## config.mk

```make
export PLATFORM = sky130hd
export DESIGN_NAME = pulse_baseline_min_window_charge
export DESIGN_NICKNAME = d
export VERILOG_FILES = /design/src/pbmwc_pkg.sv /design/src/pbmwc_in_stage.sv /design/src/pbmwc_tracker.sv /design/src/pulse_baseline_min_window_charge.sv
export VERILOG_INCLUDE_DIRS = /design/src /design/src/src
export SDC_FILE = /design/constraint.sdc
export NUM_CORES = 1
export LEC_CHECK = 0
export CORE_MARGIN = 2
export CORE_UTILIZATION = 60
export CTS_BUF_LIST = sky130_fd_sc_hd__clkbuf_16
export DETAILED_ROUTE_END_ITERATION = 6
export DONT_BUFFER_PORTS = 1
export GPL_TIMING_DRIVEN = 0
export PLACE_DENSITY = 0.76
export SLEW_MARGIN = 5
export SYNTH_ARGS = -nofsm -noshare
export SYNTH_HDL_FRONTEND = slang
export SYNTH_SLANG_ARGS = --single-unit
```

## constraint.sdc

```tcl
create_clock -name clock -period 9.4 [get_ports clock]
set_input_delay 0.94 -clock clock [delete_from_list [all_inputs] [get_ports clock]]
set_output_delay 0.94 -clock clock [all_outputs]
set_load 0.01 [all_outputs]
```

## src/pulse_baseline_min_window_charge_assert.svh

```systemverilog
// Assertion macros shared by the pulse charge block.
// Modules that use them must have a signal named clock and a signal named reset.
`ifndef PULSE_BASELINE_MIN_WINDOW_CHARGE_ASSERT_SVH
`define PULSE_BASELINE_MIN_WINDOW_CHARGE_ASSERT_SVH

// Checked on every clock edge outside reset.
`define PBMWC_ASSERT(lbl, prop, msg) \
   lbl: assert property (@(posedge clock) disable iff (reset) prop) else $error(msg);

// Checked on every clock edge, reset included.
`define PBMWC_ASSERT_ALWAYS(lbl, prop, msg) \
   lbl: assert property (@(posedge clock) prop) else $error(msg);

`endif

```

## src/pbmwc_pkg.sv

```systemverilog
// Package for the pulse charge block: widths, constants, register indexes and
// the transaction types shared by all modules. No dependencies.
package pbmwc_pkg;

   localparam int unsigned MAX_WORDS      = 4096;
   localparam int unsigned WORD_COUNT_W   = $clog2(MAX_WORDS + 1);
   localparam int unsigned INDEX_W        = $clog2(MAX_WORDS);

   localparam int unsigned SAMPLE_W       = 16;
   localparam int unsigned PAIR_SUM_W     = SAMPLE_W + 1;
   localparam int unsigned LOWEST_W       = SAMPLE_W + 1;
   localparam int unsigned BASELINE_W     = 20;
   localparam int unsigned WINDOW_W       = 20;
   localparam int unsigned CHARGE_W       = 24;
   localparam int unsigned CHARGE_EXT_W   = CHARGE_W + 1;
   localparam int unsigned MIN_INDEX_FIELD_W = 12;
   localparam int unsigned ID_W           = 8;
   localparam int unsigned CFG_W          = 9;
   localparam int unsigned CSR_INDEX_W    = 1;

   localparam int unsigned BASELINE_WORDS = 5;
   localparam int unsigned FIRST_INDEX    = 3;
   localparam int unsigned TAIL_WORDS     = 3;
   localparam int signed   LARGE_LIMIT    = 300000;

   localparam logic [LOWEST_W-1:0] LOWEST_RESET = LOWEST_W'(17'h10000);
   localparam logic [CFG_W-1:0]    SELECT_ANY   = '1;

   localparam logic [CSR_INDEX_W-1:0] REG_SELECT_CHANNEL = CSR_INDEX_W'(0);
   localparam logic [CSR_INDEX_W-1:0] REG_SELECT_MODULE  = CSR_INDEX_W'(1);

   typedef struct packed {
      logic [31:0]      sample_pair;
      logic             last_word;
      logic [ID_W-1:0]  source_channel;
      logic [ID_W-1:0]  source_module;
   } req_payload_type;

   typedef struct packed {
      logic signed [CHARGE_W-1:0]   charge_tenths;
      logic                         large_pulse;
      logic [MIN_INDEX_FIELD_W-1:0] min_word_index;
      logic [SAMPLE_W-1:0]          min_sample;
   } rsp_payload_type;

   typedef struct packed {
      logic                  valid;
      logic [SAMPLE_W-1:0]   sample_lo;
      logic [SAMPLE_W-1:0]   sample_hi;
      logic [PAIR_SUM_W-1:0] pair_sum;
      logic                  last_word;
      logic [ID_W-1:0]       source_channel;
      logic [ID_W-1:0]       source_module;
   } item_type;

   typedef struct packed {
      logic            emit;
      rsp_payload_type payload;
   } track_result_type;

endpackage

```

## src/pbmwc_in_stage.sv

```systemverilog
// Input register of the pulse charge block: captures a request transaction
// and splits the word into its two samples and their sum. Uses pbmwc_pkg.
module pbmwc_in_stage
   import pbmwc_pkg::*;
(
   input  logic            clock,
   input  logic            reset,
   input  logic            req_valid,
   output logic            req_stall,
   input  req_payload_type req_payload,
   input  logic            take,
   output item_type        item
);

   item_type item_ff;
   item_type item_in;
   logic     load;

   assign req_stall = item_ff.valid & ~take;
   assign load      = ~item_ff.valid | take;

   always_comb begin
      item_in                = item_ff;
      item_in.valid          = req_valid;
      item_in.sample_lo      = req_payload.sample_pair[SAMPLE_W-1:0];
      item_in.sample_hi      = req_payload.sample_pair[2*SAMPLE_W-1:SAMPLE_W];
      item_in.pair_sum       = PAIR_SUM_W'(req_payload.sample_pair[SAMPLE_W-1:0])
                             + PAIR_SUM_W'(req_payload.sample_pair[2*SAMPLE_W-1:SAMPLE_W]);
      item_in.last_word      = req_payload.last_word;
      item_in.source_channel = req_payload.source_channel;
      item_in.source_module  = req_payload.source_module;
   end

   always_ff @(posedge clock) begin
      if (reset) begin
         item_ff.valid <= 1'b0;
      end else if (load) begin
         item_ff.valid <= item_in.valid;
      end
      if (load && req_valid) begin
         item_ff.sample_lo      <= item_in.sample_lo;
         item_ff.sample_hi      <= item_in.sample_hi;
         item_ff.pair_sum       <= item_in.pair_sum;
         item_ff.last_word      <= item_in.last_word;
         item_ff.source_channel <= item_in.source_channel;
         item_ff.source_module  <= item_in.source_module;
      end
   end

   assign item = item_ff;

endmodule

```

## src/pbmwc_tracker.sv

```systemverilog
// Waveform tracker: filter registers, running baseline, lowest sample search,
// window sum and the charge result of a waveform. Uses pbmwc_pkg and the
// assertion macro header.
`include "pulse_baseline_min_window_charge_assert.svh"

module pbmwc_tracker
   import pbmwc_pkg::*;
(
   input  logic                   clock,
   input  logic                   reset,
   input  logic                   csr_write_enable,
   input  logic [CSR_INDEX_W-1:0] csr_index,
   input  logic [CFG_W-1:0]       csr_write_data,
   input  item_type               item,
   input  logic                   step,
   output track_result_type       result
);

   logic [CFG_W-1:0]        select_channel_ff;
   logic [CFG_W-1:0]        select_module_ff;

   logic [WORD_COUNT_W-1:0] word_count_ff,      word_count_in;
   logic [BASELINE_W-1:0]   baseline_sum_ff,    baseline_sum_in;
   logic [LOWEST_W-1:0]     lowest_value_ff,    lowest_value_in;
   logic [INDEX_W-1:0]      lowest_index_ff,    lowest_index_in;
   logic [PAIR_SUM_W-1:0]   pair_sum0_ff,       pair_sum0_in;
   logic [PAIR_SUM_W-1:0]   pair_sum1_ff,       pair_sum1_in;
   logic [WINDOW_W-1:0]     window_partial_ff,  window_partial_in;
   logic                    window_pending_ff,  window_pending_in;
   logic                    filter_pass_ff,     filter_pass_in;

   logic                    channel_match;
   logic                    module_match;
   logic                    filter_now;
   logic                    active;
   logic [SAMPLE_W-1:0]     pair_min;
   logic                    new_min;
   logic                    in_bounds;
   logic [CHARGE_W-1:0]     baseline_x12;
   logic [CHARGE_W-1:0]     window_x10;
   logic signed [CHARGE_EXT_W-1:0] charge_wide;

   always_ff @(posedge clock) begin
      if (reset) begin
         select_channel_ff <= SELECT_ANY;
         select_module_ff  <= SELECT_ANY;
      end else if (csr_write_enable) begin
         unique case (csr_index)
            REG_SELECT_CHANNEL: select_channel_ff <= csr_write_data;
            REG_SELECT_MODULE:  select_module_ff  <= csr_write_data;
            default: ;
         endcase
      end
   end

   assign channel_match = ~select_channel_ff[CFG_W-1]
                        & (select_channel_ff[ID_W-1:0] == item.source_channel);
   assign module_match  = ~select_module_ff[CFG_W-1]
                        & (select_module_ff[ID_W-1:0] == item.source_module);

   always_comb begin
      if (select_channel_ff == SELECT_ANY) begin
         filter_now = 1'b1;
      end else if (select_module_ff == SELECT_ANY) begin
         filter_now = channel_match;
      end else begin
         filter_now = channel_match | module_match;
      end
   end

   assign active   = word_count_ff < WORD_COUNT_W'(MAX_WORDS);
   assign pair_min = (item.sample_hi < item.sample_lo) ? item.sample_hi : item.sample_lo;
   assign new_min  = LOWEST_W'(pair_min) < lowest_value_ff;

   always_comb begin
      word_count_in     = word_count_ff;
      baseline_sum_in   = baseline_sum_ff;
      lowest_value_in   = lowest_value_ff;
      lowest_index_in   = lowest_index_ff;
      pair_sum0_in      = pair_sum0_ff;
      pair_sum1_in      = pair_sum1_ff;
      window_partial_in = window_partial_ff;
      window_pending_in = window_pending_ff;
      filter_pass_in    = (word_count_ff == '0) ? filter_now : filter_pass_ff;
      if (active) begin
         if (window_pending_ff) begin
            window_partial_in = window_partial_ff + WINDOW_W'(item.pair_sum);
            window_pending_in = 1'b0;
         end
         if (word_count_ff < WORD_COUNT_W'(BASELINE_WORDS)) begin
            baseline_sum_in = baseline_sum_ff + BASELINE_W'(item.pair_sum);
         end
         if (new_min) begin
            lowest_value_in   = LOWEST_W'(pair_min);
            lowest_index_in   = word_count_ff[INDEX_W-1:0];
            window_partial_in = WINDOW_W'(pair_sum1_ff)
                              + (WINDOW_W'(pair_sum0_ff) << 1)
                              + (WINDOW_W'(item.pair_sum) << 1);
            window_pending_in = 1'b1;
         end
         pair_sum1_in  = pair_sum0_ff;
         pair_sum0_in  = item.pair_sum;
         word_count_in = word_count_ff + WORD_COUNT_W'(1);
      end
   end

   assign in_bounds = (lowest_index_in >= INDEX_W'(FIRST_INDEX))
                    & ((WORD_COUNT_W'(lowest_index_in) + WORD_COUNT_W'(TAIL_WORDS))
                       <= word_count_in);

   assign baseline_x12 = (CHARGE_W'(baseline_sum_in) << 3) + (CHARGE_W'(baseline_sum_in) << 2);
   assign window_x10   = (CHARGE_W'(window_partial_in) << 3)
                       + (CHARGE_W'(window_partial_in) << 1);
   assign charge_wide  = $signed({1'b0, baseline_x12}) - $signed({1'b0, window_x10});

   always_comb begin
      result.emit                   = item.valid & item.last_word & filter_pass_in
                                    & in_bounds & ~window_pending_in;
      result.payload.charge_tenths  = charge_wide[CHARGE_W-1:0];
      result.payload.large_pulse    = charge_wide > CHARGE_EXT_W'(LARGE_LIMIT);
      result.payload.min_word_index = MIN_INDEX_FIELD_W'(lowest_index_in);
      result.payload.min_sample     = lowest_value_in[SAMPLE_W-1:0];
   end

   always_ff @(posedge clock) begin
      if (reset || (step && item.last_word)) begin
         word_count_ff     <= '0;
         baseline_sum_ff   <= '0;
         lowest_value_ff   <= LOWEST_RESET;
         lowest_index_ff   <= '0;
         pair_sum0_ff      <= '0;
         pair_sum1_ff      <= '0;
         window_partial_ff <= '0;
         window_pending_ff <= 1'b0;
         filter_pass_ff    <= 1'b1;
      end else if (step) begin
         word_count_ff     <= word_count_in;
         baseline_sum_ff   <= baseline_sum_in;
         lowest_value_ff   <= lowest_value_in;
         lowest_index_ff   <= lowest_index_in;
         pair_sum0_ff      <= pair_sum0_in;
         pair_sum1_ff      <= pair_sum1_in;
         window_partial_ff <= window_partial_in;
         window_pending_ff <= window_pending_in;
         filter_pass_ff    <= filter_pass_in;
      end
   end

   `PBMWC_ASSERT_ALWAYS(a_reset_clears_count, reset |=> (word_count_ff == '0), "word count not cleared by reset")
   `PBMWC_ASSERT(a_pending_is_previous_word, window_pending_ff |-> ((WORD_COUNT_W'(lowest_index_ff) + WORD_COUNT_W'(1)) == word_count_ff), "pending window does not belong to the previous word")
   `PBMWC_ASSERT(a_last_clears_waveform, (step && item.last_word) |=> ((word_count_ff == '0) && !window_pending_ff && (lowest_value_ff == LOWEST_RESET)), "waveform state not cleared after the last word")

endmodule

```

## src/pulse_baseline_min_window_charge.sv

```systemverilog
// Pulse charge from the lowest sample of a digitizer waveform.
// Request channel (req_): one transaction per 32-bit word holding two 16-bit samples,
// low half first; last_word ends the waveform; channel and module tag the waveform.
// Result channel (rsp_): at most one transaction per waveform, issued for its last word
// when the waveform passes the channel/module filter and the lowest sample lies at
// least three words from the start and is followed by at least two more words.
// Configuration port (csr_): index 0 selects the channel (-1 accepts all), index 1 the
// module; writes take effect at the clock edge; the user must make them only while the
// block is idle, which the block itself does not enforce. Throughput: one word per
// cycle, unless a held result blocks a word that would produce another. Each word
// passes an input register and, when the tracker steps it, one pass of tracker logic
// into the result register. Reset (synchronous, active high) clears all waveform
// state, the valid bits of both transaction registers, and sets both selects to -1.
// While rsp_stall holds a result, words that produce no result keep flowing; a word
// that would produce a result waits in the input register, and req_stall rises behind it.
// Uses pbmwc_pkg, pbmwc_in_stage, pbmwc_tracker and the assertion macro header.
`include "pulse_baseline_min_window_charge_assert.svh"

module pulse_baseline_min_window_charge
   import pbmwc_pkg::*;
(
   input  logic                   clock,
   input  logic                   reset,
   input  logic                   req_valid,
   output logic                   req_stall,
   input  req_payload_type        req_payload,
   output logic                   rsp_valid,
   input  logic                   rsp_stall,
   output rsp_payload_type        rsp_payload,
   input  logic                   csr_write_enable,
   input  logic [CSR_INDEX_W-1:0] csr_index,
   input  logic [CFG_W-1:0]       csr_write_data
);

   item_type         item;
   track_result_type result;
   logic             step;
   logic             rsp_valid_ff;
   rsp_payload_type  rsp_payload_ff;

   pbmwc_in_stage u_in_stage (
      .clock       (clock),
      .reset       (reset),
      .req_valid   (req_valid),
      .req_stall   (req_stall),
      .req_payload (req_payload),
      .take        (step),
      .item        (item)
   );

   pbmwc_tracker u_tracker (
      .clock            (clock),
      .reset            (reset),
      .csr_write_enable (csr_write_enable),
      .csr_index        (csr_index),
      .csr_write_data   (csr_write_data),
      .item             (item),
      .step             (step),
      .result           (result)
   );

   assign step = item.valid & (~result.emit | ~rsp_valid_ff | ~rsp_stall);

   always_ff @(posedge clock) begin
      if (reset) begin
         rsp_valid_ff <= 1'b0;
      end else if (step && result.emit) begin
         rsp_valid_ff <= 1'b1;
      end else if (!rsp_stall) begin
         rsp_valid_ff <= 1'b0;
      end
      if (step && result.emit) begin
         rsp_payload_ff <= result.payload;
      end
   end

   assign rsp_valid   = rsp_valid_ff;
   assign rsp_payload = rsp_payload_ff;

   `PBMWC_ASSERT(a_result_registered, (step && result.emit) |=> (rsp_valid && (rsp_payload == $past(result.payload))), "result transaction not captured")

endmodule
```

==> results of run 1 <==
[final timing paths]
kind	cells after the start	endpoint	from	slack [ns]
setup / recovery	33	rsp_payload[28]	u_in_stage.item[49]	0.43
setup reg to reg	33	rsp_payload[28]	u_in_stage.item[49]	0.43
hold reg to reg	2	u_tracker.lowest_value_ff[3]	u_tracker.lowest_value_ff[3]	0.46
hold / removal	1	rsp_valid	reset	0.45
[flip-flops by register name, indices dropped and copies added (netlist names)]
register and cells:
u_in_stage.item 67, rsp_payload 52, u_tracker.baseline_sum_ff 20, u_tracker.window_partial_ff 20
u_tracker.lowest_value_ff 17, u_tracker.pair_sum0_ff 17, u_tracker.pair_sum1_ff 17, u_tracker.word_count_ff 13
u_tracker.lowest_index_ff 12, u_tracker.select_channel_ff 9, u_tracker.select_module_ff 9, rsp_valid 1
u_tracker.filter_pass_ff 1, u_tracker.window_pending_ff 1
[layer usage]
metal	share of wire	vias to the layer above	global-route usage	wire length (um)
li1	-	6931	-	-
met1	0.44	6807	0.382	19000
met2	0.46	464	0.472	20100
met3	0.071	87	0.0442	3060
met4	0.026	0	0.0816	1100
met5	0	-	0	0
[placed cells by master (no fill, tap or decap), types with 8 or more instances in the layout]
| cell | instances |
|---|---|
| nand2b_1 | 14 |
| a211oi_2 | 12 |
| mux2_2 | 19 |
| nor2_1 | 140 |
| inv_1 | 194 |
| dfxtp_1 | 138 |
| ha_1 | 156 |
| o21ai_0 | 81 |
| o21a_1 | 16 |
| clkbuf_1 | 39 |
| o211ai_1 | 9 |
| mux2i_1 | 32 |
| xnor2_1 | 95 |
| nor3_1 | 40 |
| and3_1 | 16 |
| edfxtp_1 | 118 |
| a22oi_1 | 13 |
| a211oi_1 | 34 |
| a31oi_1 | 11 |
| clkbuf_16 | 29 |
| a211o_1 | 8 |
| a21oi_1 | 155 |
| a21o_1 | 32 |
| or3_1 | 11 |
| nand2_1 | 222 |
| o21bai_1 | 14 |
| and2_1 | 16 |
| nand3_1 | 56 |
| nor4_1 | 10 |
| nand4_1 | 18 |
| fa_1 | 42 |
| buf_2 | 21 |
| a21boi_0 | 9 |
| nor2b_1 | 13 |
| xor2_1 | 35 |
| nor3b_1 | 8 |
[through the flow]
stage | worst slack, ns | hold WS, ns | TNS (ns) | utilization
final | 0.430 | 0.452 | 0 | 0.663
after global routing | 0.00788 | 0.434 | 0 | 0.663
after CTS | 0.0694 | 0.435 | 0 | 0.662
after detailed placement | -0.951 | 0.450 | -1.72 | 0.629
after global placement | -1.30 | 0.442 | -68.28 | 0.628
after floorplan | 0.852 | 0.432 | 0 | -
[power groups by stage]
stage / combinational [uW] / clock, uW / sequential (uW)
2_1_floorplan: 2540 / 0 / 1420
3_3_place_gp: 3060 / 0 / 1440
3_5_place_dp: 3160 / 0 / 1440
4_1_cts: 3190 / 1110 / 1420
5_1_grt: 3660 / 1160 / 1430
6_report: 3260 / 1100 / 1420
[critical path: cells and delay by family, from the launching register on]
family	cells	cell delay (ns)
AOI/OAI and AO/OA	17	3.48
adders and majority gates	5	1.99
buffers and inverters	3	0.37
DFF	1	0.39
muxes	2	0.75
and+or+nand+nor	6	1.67
[cell type report]
type | count | area [sq um] | share of cell area
well taps | 384 | 480 | 0.0252
clock inverters | 24 | 194 | 0.0102
multi-input cells | 1435 | 10300 | 0.541
plain buffers | 71 | 333 | 0.0174
inverters | 189 | 709 | 0.0372
repair buffers | 1 | 20.0 | 0.00105
clock buffers | 29 | 726 | 0.0380
flip-flops and latches | 256 | 6310 | 0.330
[cells in the mapped netlist (all sizes together), types with 3 or more instances]
cell      n
nand4    18
a21oi   159
nor2    143
dfxtp   138
o21bai   15
a211oi   47
a22oi    13
buf      30
o21ai    87
o41ai     3
or3      11
and4      3
nor3     42
or4       5
a21boi   10
a31oi    12
mux2     19
and3     16
ha      156
mux2i    32
and2     17
a211o     8
nand2b   14
or2       6
inv     188
fa       42
o211ai    9
a31o      5
nor2b    13
a41oi     5
nand2   223
clkbuf   42
o31ai     5
nand3    57
nor4     11
xnor2    95
xor2     35
a21o     32
o21a     16
o311ai    4
nor3b     8
o22ai     7
edfxtp  118
[kinds of logic (layout without fill, tap and decap cells)]
kind of cell	Yosys count	after routing	share of synthesized area
buf+inv	261	314	0.0591
other cells	1	1	0.000213
simple gates	594	594	0.157
mux	51	51	0.0304
compound gates	461	461	0.172
fa+ha+maj	198	198	0.159
xor+xnor	130	130	0.0647
flops	256	256	0.359
==> run metrics, run 1 <==
Pwr Total=5790 uW; DR vias/cell=5.98; CTS hold repair buffers=0; WP data arrival=9.24 ns; syn avg cell area=9.01 sq um; CP Launch Type=register; NumNets Final=2245; Final setup violation count=0; WP data required=9.67 ns; leakage power=0.00811 uW; input/output buffers=0; initial DRC count=1048; vias in the first global route=13978; # IOs=119; Hold Violations, Final=0; crit-path max FO=10; GRT Total Usage=0.283; cell mode on critical path=a21oi_1; synth top area cells=edfxtp_1 (20%), dfxtp_1 (16%), ha_1 (11%); slowest stage delay, CP=0.57 ns; Ant. Diodes=0; setup repair after global routing missed its margin=false; Placeable Area=28800 sq um; clock buffer depth=3; largest net degree at the start of global routing=67; H-tree depth=1; minimum clock period=8.97 ns; Yosys top cell by area=edfxtp_1; sequential share of power=0.246; slew at the pin with the worst max-slew slack=0.872 ns; Synth async-reset ratio=0; Reg clk slew, reported paths=0.06 ns; Hold WC Path Type=primary input to register; antenna violations before repair=0; first-pass GRT wire length=70100 um; Final Max Tran Viols=0; Synth Cell Area=17600 sq um; synthesis-to-finish area growth=8.53%; die width=175 um; dpl cell area=18100 sq um; VDD IR max=0.000252 V; main flop type after synthesis=dfxtp_1; via count=14289; Fillers=2332; Clock Skew=0.0127 ns; Sw Ratio=0.425; GPL Wtd Cong=0.964; Yosys cell types=87; mean routed wirelength per cell=18.1 um; number of flops mapped to enable cells by yosys=118; postcts setup bufs=0; Clk network pwr share=0.191; status=completed; drt total wl=43200 um; share of cells above drive strength 1=0.0728; DRT Pass-1 Iters=6; Worst Setup End Kind=register; Synth top area share=0.201; sequential fraction of the synthesis area=0.359; DP HPWL=33400 um; Site Rows=62; Num CTS Buffers=29; post_cts resized=11; final antenna-violating net count=0; die area=30700 sq um; max_cap viols=0; Vert. Die Dim=175 um; DRC viols=0; period utilization=0.954; dpl cells=2337; grt total ovfl=0; Int Power=3330 uW; CTS Root Cell=clkbuf_16; final instance count without filler cells=2389; kind of critical path=register to register; CTS tree=built; slowest stage cell, crit path=fa_1; NetSw=2460 uW; YS warnings=0; Pwr Density=303 nW/um^2; syn_nets=2214; CTS sink cnt=256; clk_lat worst skew=0.56 ns; fmax=0.111 GHz; Slew Limit Headroom=0.419; Syn Inst Count=1952; register bit total from synthesis=256; Gate power share=0.564; Starting Density=0.611; Final Instance Area=19100 sq um
Note: power is estimated with default switching activity, not from simulation.
==> inputs of run 2 (changes only) <==
--- a/config.mk
+++ b/config.mk
@@ -13,6 +13,7 @@
 export DONT_BUFFER_PORTS = 1
 export GPL_TIMING_DRIVEN = 0
 export PLACE_DENSITY = 0.76
+export RECOVER_POWER = 50
 export SLEW_MARGIN = 5
 export SYNTH_ARGS = -nofsm -noshare
 export SYNTH_HDL_FRONTEND = slang
==> run 2 against run 1 <==
Net effect:
- global-route usage is the same
- non-clock buffer count unchanged
- clock skew shrank 0.0014 ns
- the run now ends with capacitance limit, slew limit left
- largest cell class unchanged
- largest power group unchanged
- count of clock-buffer cells in the layout unchanged
- critical endpoint unchanged
- critical path type unchanged
- total power barely moved
- cell count is the same
- die area unchanged
==> run metrics, run 2 (synthesis gave the netlist of run 1 again) <==
# IOs=119 (unchanged); minimum clock period=8.99 ns (+0.0196 ns); vias in the first global route=13978 (unchanged); Int Power=3330 uW (about the same); Worst Hold Launch=reset; setup TNS=0 ns (unchanged); Site Rows=62 (unchanged); cell mode on critical path=a21oi_1; worst path bufs/invs=3 (unchanged); final hold slack=0.451 ns (-0.000280 ns); most frequent cells in the layout=nand2_1 (222), inv_1 (194), ha_1 (156), a21oi_1 (155), nor2_1 (140); VDD IR max=0.000251 V (-0.47%); NetSw=2460 uW (about the same); via count=14248 (-0.29%); Final WS setup=0.410 ns (-0.0196 ns); CP delay by family, top=compound AO/OA/AOI/OAI gates; first-pass GRT wire length=70100 um (unchanged); DRT Pass-1 Iters=5 (-1); Pwr Density=303 nW/um^2 (about the same); Slew Limit Headroom=-0.00881 (-0.427); leakage power=0.00810 uW (about the same); WP data required=9.67 ns (about the same); commonest non-fill, non-tap cell in the layout=nand2_1; grt total ovfl=0 (unchanged); Sw Ratio=0.425 (about the same); slew at the pin with the worst max-slew slack=1.51 ns (+0.641 ns); R2R cell count=33 (unchanged); Num CTS Buffers=29 (unchanged); setup repair after global routing missed its margin=false; synthesis-to-finish area growth=8.49% (about the same); slowest stage cell, crit path=fa_1; CP Launch Type=register; Final setup violation count=0 (unchanged); CTS sink cnt=256 (unchanged); RR Startpoint=u_in_stage.item[49]; GPL Wtd Cong=0.964 (unchanged); DP Worst Slack=-0.951 ns (unchanged); DP HPWL=33400 um (unchanged); Hold WC Path Type=primary input to register; r2r setup slk=0.41 ns (-0.02 ns); kind of critical path=register to register; CTS Root Cell=clkbuf_16; Clock Skew=0.0112 ns (-0.00145 ns); antenna violations before repair=0 (unchanged); CTS tree=built; Hold Violations, Final=0 (unchanged); NumNets Final=2245 (unchanged); share of cells above drive strength 1=0.0718 (-0.000998); mean routed wirelength per cell=18.1 um (about the same); WHS Path Cells=1 (unchanged); input/output buffers=0 (unchanged); Reg clk slew, reported paths=0.06 ns (about the same); sequential share of power=0.246 (about the same); GRT Total Usage=0.283 (unchanged); initial DRC count=975 (-7.0%); Ant. Diodes=0 (unchanged); Final Max Tran Viols=66 (+66); final antenna-violating net count=0 (unchanged); Starting Density=0.611 (unchanged); clock buffer depth=3 (unchanged); crit-path max FO=10 (unchanged); postcts setup bufs=0 (unchanged); drt total wl=43200 um (about the same); Clk network pwr share=0.190 (about the same); largest net degree at the start of global routing=67 (unchanged); H-tree depth=1 (unchanged); Vert. Die Dim=175 um (unchanged); DR vias/cell=5.96 (-0.29%); fmax=0.111 GHz (-0.22%); failing checks=capacitance limit, slew limit; DRC viols=0 (unchanged); Worst Setup End Kind=register; Hold Path End=rsp_valid; slowest stage delay, CP=0.57 ns (about the same); die width=175 um (unchanged); RR Endpoint=rsp_payload[28]; final core occ=0.663 (about the same); Pwr Total=5780 uW (about the same); clk_lat worst skew=0.55 ns (about the same); max_cap viols=1 (+1); WP data arrival=9.26 ns (+0.02 ns); Placeable Area=28800 sq um (unchanged); Largest register FFs=67 (unchanged); Gate power share=0.564 (about the same); period utilization=0.956 (+0.00208); die area=30700 sq um (unchanged); status=finished with violations
## run 2: cell counts in the layout (fill, tap and decap cells not counted)
No cell type changed its count.
## run 2: final cells by class
type	instances	area [sq um]
Timing Repair Buffer	1	20.0
Fill cell	2332	9700
Buffer	71	332
Clock inverter	24	194
Clock buffer	29	726
Multi-Input combinational cell	1435	10300
Tap cell	384	480
Sequential cell	256	6310
Inverter	189	709
## run 2: what timing repair did
| item | in CTS | in global routing |
|---|---|---|
| hold buffers | 0 | 0 |
| pin swaps | 0 | 0 |
| cloned | 0 | 0 |
| endpoints found under the setup margin | 5 | 2 |
| resized for setup | 11 | 12 |
## run 2: metrics by stage
step	cells	instance area (sq um)
finish	2389	19100
global route	2389	19100
CTS	2389	19000
detailed placement	2337	18100
global placement	2336	18100
floorplan	1952	17600
## run 2: power by group through the flow
stage / Sequential, uW / Combinational [uW] / Clock, uW
CTS: 1420 / 3190 / 1110
global route: 1430 / 3660 / 1160
floorplan: 1420 / 2540 / 0
global placement: 1440 / 3060 / 0
detailed placement: 1440 / 3160 / 0
finish: 1420 / 3260 / 1100
## run 2: worst register-to-register path: cells and delay by family (launching register included)
kind                     cells  cell delay (ns)
multiplexers                 2             0.75
adder cells (fa/ha/maj)      5             1.99
buffers and inverters        3             0.38
AND/OR/NAND/NOR              6             1.69
flip-flops                   1             0.39
AO/OA/AOI/OAI               17             3.50
## run 2: worst max-delay path by stage
| stage | to | start | slack (ns) | depth (start not counted) |
|---|---|---|---|---|
| floorplan | rsp_payload[0] | u_in_stage.item[49] | 0.85 | 27 |
| global placement | rsp_payload[3] | u_in_stage.item[49] | -1.30 | 30 |
| detailed placement | rsp_payload[28] | u_in_stage.item[49] | -0.95 | 34 |
| global route | rsp_payload[28] | u_in_stage.item[39] | 0.008 | 33 |
| CTS | rsp_payload[28] | u_in_stage.item[49] | 0.07 | 35 |
| finish | rsp_payload[28] | u_in_stage.item[49] | 0.41 | 33 |
## run 2: routing by layer
metal | vias up | wire (um) | track usage
li1 | 6923 | - | -
met1 | 6799 | 19300 | 0.382
met2 | 444 | 20100 | 0.472
met3 | 82 | 2810 | 0.0442
met4 | 0 | 1050 | 0.0816
met5 | - | 0 | 0
==> inputs of run 3 (changes only) <==
--- a/config.mk
+++ b/config.mk
@@ -6,6 +6,7 @@
 export SDC_FILE = /design/constraint.sdc
 export NUM_CORES = 1
 export LEC_CHECK = 0
+export CORE_ASPECT_RATIO = 1.4
 export CORE_MARGIN = 2
 export CORE_UTILIZATION = 60
 export CTS_BUF_LIST = sky130_fd_sc_hd__clkbuf_16
==> constraint.sdc (replaced) <==
create_clock -name clock -period 9.4 [get_ports clock]
set_input_delay 0 -clock clock [delete_from_list [all_inputs] [get_ports clock]]
set_output_delay 0 -clock clock [all_outputs]
set_load 0.01 [all_outputs]
==> run 3 against run 2 <==
Net effect:
- the flow now finishes without violations
- utilization grew 2.0 points
- die area is essentially flat
- critical path depth is the same
- critical endpoint unchanged
- worst hold slack lost 0.41 ns
- non-clock buffer count grew 66
- flip-flop and latch count is the same
- global-route usage grew 0.95 points
- register-to-register slack gained 0.06 ns
- fmax grew 0.64%
- count of clock-buffer cells in the layout shrank 1
==> run metrics, run 3 (synthesis gave the netlist of run 1 again) <==
status=completed; clk_lat worst skew=0.55 ns (about the same); most frequent cells in the layout=nand2_1 (222), inv_1 (189), ha_1 (156), a21oi_1 (154), nor2_1 (140); DRC viols=0 (unchanged); initial DRC count=965 (-1.0%); slew at the pin with the worst max-slew slack=0.898 ns (-0.615 ns); met1 Usage GRT=0.321 (-0.0612); WP data required=9.68 ns (about the same); CP Launch Type=register; max_cap viols=0 (-1); input/output buffers=0 (unchanged); DRT Pass-1 Iters=5 (unchanged); NumNets Final=2309 (+2.9%); DP HPWL=34000 um (+1.6%); Largest register FFs=67 (unchanged); Site Rows=74 (+19%); Clock Skew=0.0124 ns (+0.00120 ns); slowest stage cell, crit path=fa_1; GRT Total Usage=0.293 (+0.00950); leakage power=0.00837 uW (+3.3%); commonest non-fill, non-tap cell in the layout=nand2_1; postcts setup bufs=0 (unchanged); Starting Density=0.607 (-0.00422); Reg clk slew, reported paths=0.06 ns (about the same); period utilization=0.950 (-0.00607); kind of critical path=register to register; largest net degree at the start of global routing=67 (unchanged); Top Usage Layer GRT=met2; setup TNS=0 ns (unchanged); Hold WC Path Type=primary input to register; crit-path max FO=10 (unchanged); grt met2 use=0.551 (+0.0790); slowest stage delay, CP=0.54 ns (-0.03 ns); Hold Violations, Final=0 (unchanged); Slew Limit Headroom=0.401 (+0.410); die area=30700 sq um (about the same); Num CTS Buffers=27 (-6.9%); Final Max Tran Viols=0 (-100%); grt total ovfl=0 (unchanged); via count=14598 (+2.5%); H-tree depth=1 (unchanged); antenna violations before repair=0 (unchanged); RR Startpoint=u_in_stage.item[49]; final antenna-violating net count=0 (unchanged); VDD IR max=0.000234 V (-7.0%); Final setup violation count=0 (unchanged); Worst Setup End Kind=register; GPL Wtd Cong=0.936 (-2.9%); M3 GR Usage=0.0356 (-0.00856); Final WS setup=0.467 ns (+0.0570 ns); DR vias/cell=5.97 (about the same); CTS Root Cell=clkbuf_16; Pwr Total=5860 uW (+1.2%); clock buffer depth=3 (unchanged); drt total wl=44900 um (+3.8%); dpl cell area=18100 sq um (about the same); Vert. Die Dim=207 um (+18%); vias in the first global route=14810 (+6.0%); Final Instance Area=19800 sq um (+3.7%); synthesis-to-finish area growth=12.5%; minimum clock period=8.93 ns (-0.0570 ns); CTS sink cnt=256 (unchanged); die width=149 um (-15%); first-pass GRT wire length=72200 um (+2.9%); DP Worst Slack=-1.45 ns (-0.496 ns); WP data arrival=9.21 ns (-0.05 ns); Ant. Diodes=0 (unchanged); R2R cell count=33 (unchanged); mean routed wirelength per cell=18.4 um (+1.4%); fmax=0.112 GHz (+0.64%); CP Capture Point=rsp_payload[28]; RR Endpoint=rsp_payload[28]; r2r setup slk=0.47 ns (+0.06 ns); CP Launch Point=u_in_stage.item[49]; Pwr Density=296 nW/um^2 (-2.4%); # IOs=119 (unchanged); CTS tree=built; share of cells above drive strength 1=0.0731 (+0.00123); Placeable Area=29000 sq um (+0.70%)
## run 3: layer usage
metal	vias up	part of all wire
li1	7050	-
met1	6916	0.38
met2	496	0.51
met3	136	0.053
met4	0	0.057
met5	-	0
## run 3: power by group
group | switching, uW | total (uW) | internal (uW)
clock | 477 | 1130 | 655
combinational | 1960 | 3310 | 1350
sequential | 50.7 | 1410 | 1360
total | 2490 | 5860 | 3370
## run 3: worst max-delay path: cells and delay by family, from the launching register on
kind,cells,cell delay (ns)
compound gates,17,3.57
flops,1,0.40
fa+ha+maj,5,1.97
mux,2,0.73
buf+inv,3,0.35
simple gates,6,1.61
## run 3: through the flow
| stage | cells | hold slack, ns | util |
|---|---|---|---|
| floorplan | 1952 | 0.0691 | - |
| global placement | 2332 | 0.0722 | 0.623 |
| detailed placement | 2333 | 0.0725 | 0.624 |
| CTS | 2447 | 0.00429 | 0.680 |
| global route | 2447 | 0.0518 | 0.683 |
| finish | 2447 | 0.0441 | 0.683 |
## run 3: how the worst min path moves through the flow
stage                     depth (start not counted)       from  slack [ns]                              to
final                                             3      reset        0.04    u_tracker.baseline_sum_ff[7]
after global placement                            1      reset        0.07                       rsp_valid
after global routing                              3      reset        0.05    u_tracker.baseline_sum_ff[1]
after floorplan                                   1      reset        0.07                       rsp_valid
after detailed placement                          1      reset        0.07                       rsp_valid
after CTS                                         4  csr_index       0.004  u_tracker.select_channel_ff[5]
## run 3: layout make-up
| class | count | area [sq um] |
|---|---|---|
| Multi-Input combinational cell | 1435 | 10400 |
| Fill cell | 2229 | 9190 |
| Clock inverter | 21 | 228 |
| Clock buffer | 28 | 701 |
| Inverter | 189 | 709 |
| Tap cell | 380 | 475 |
| Buffer | 71 | 335 |
| Sequential cell | 256 | 6310 |
| Timing Repair Buffer | 67 | 681 |
## run 3: repair_timing
item | 4_1_cts | 5_1_grt
hold endpoints to repair | 94 | 0
resized for setup | 11 | 21
pin swaps | 0 | 1
hold buffers | 66 | 0
endpoints found under the setup margin | 9 | 3
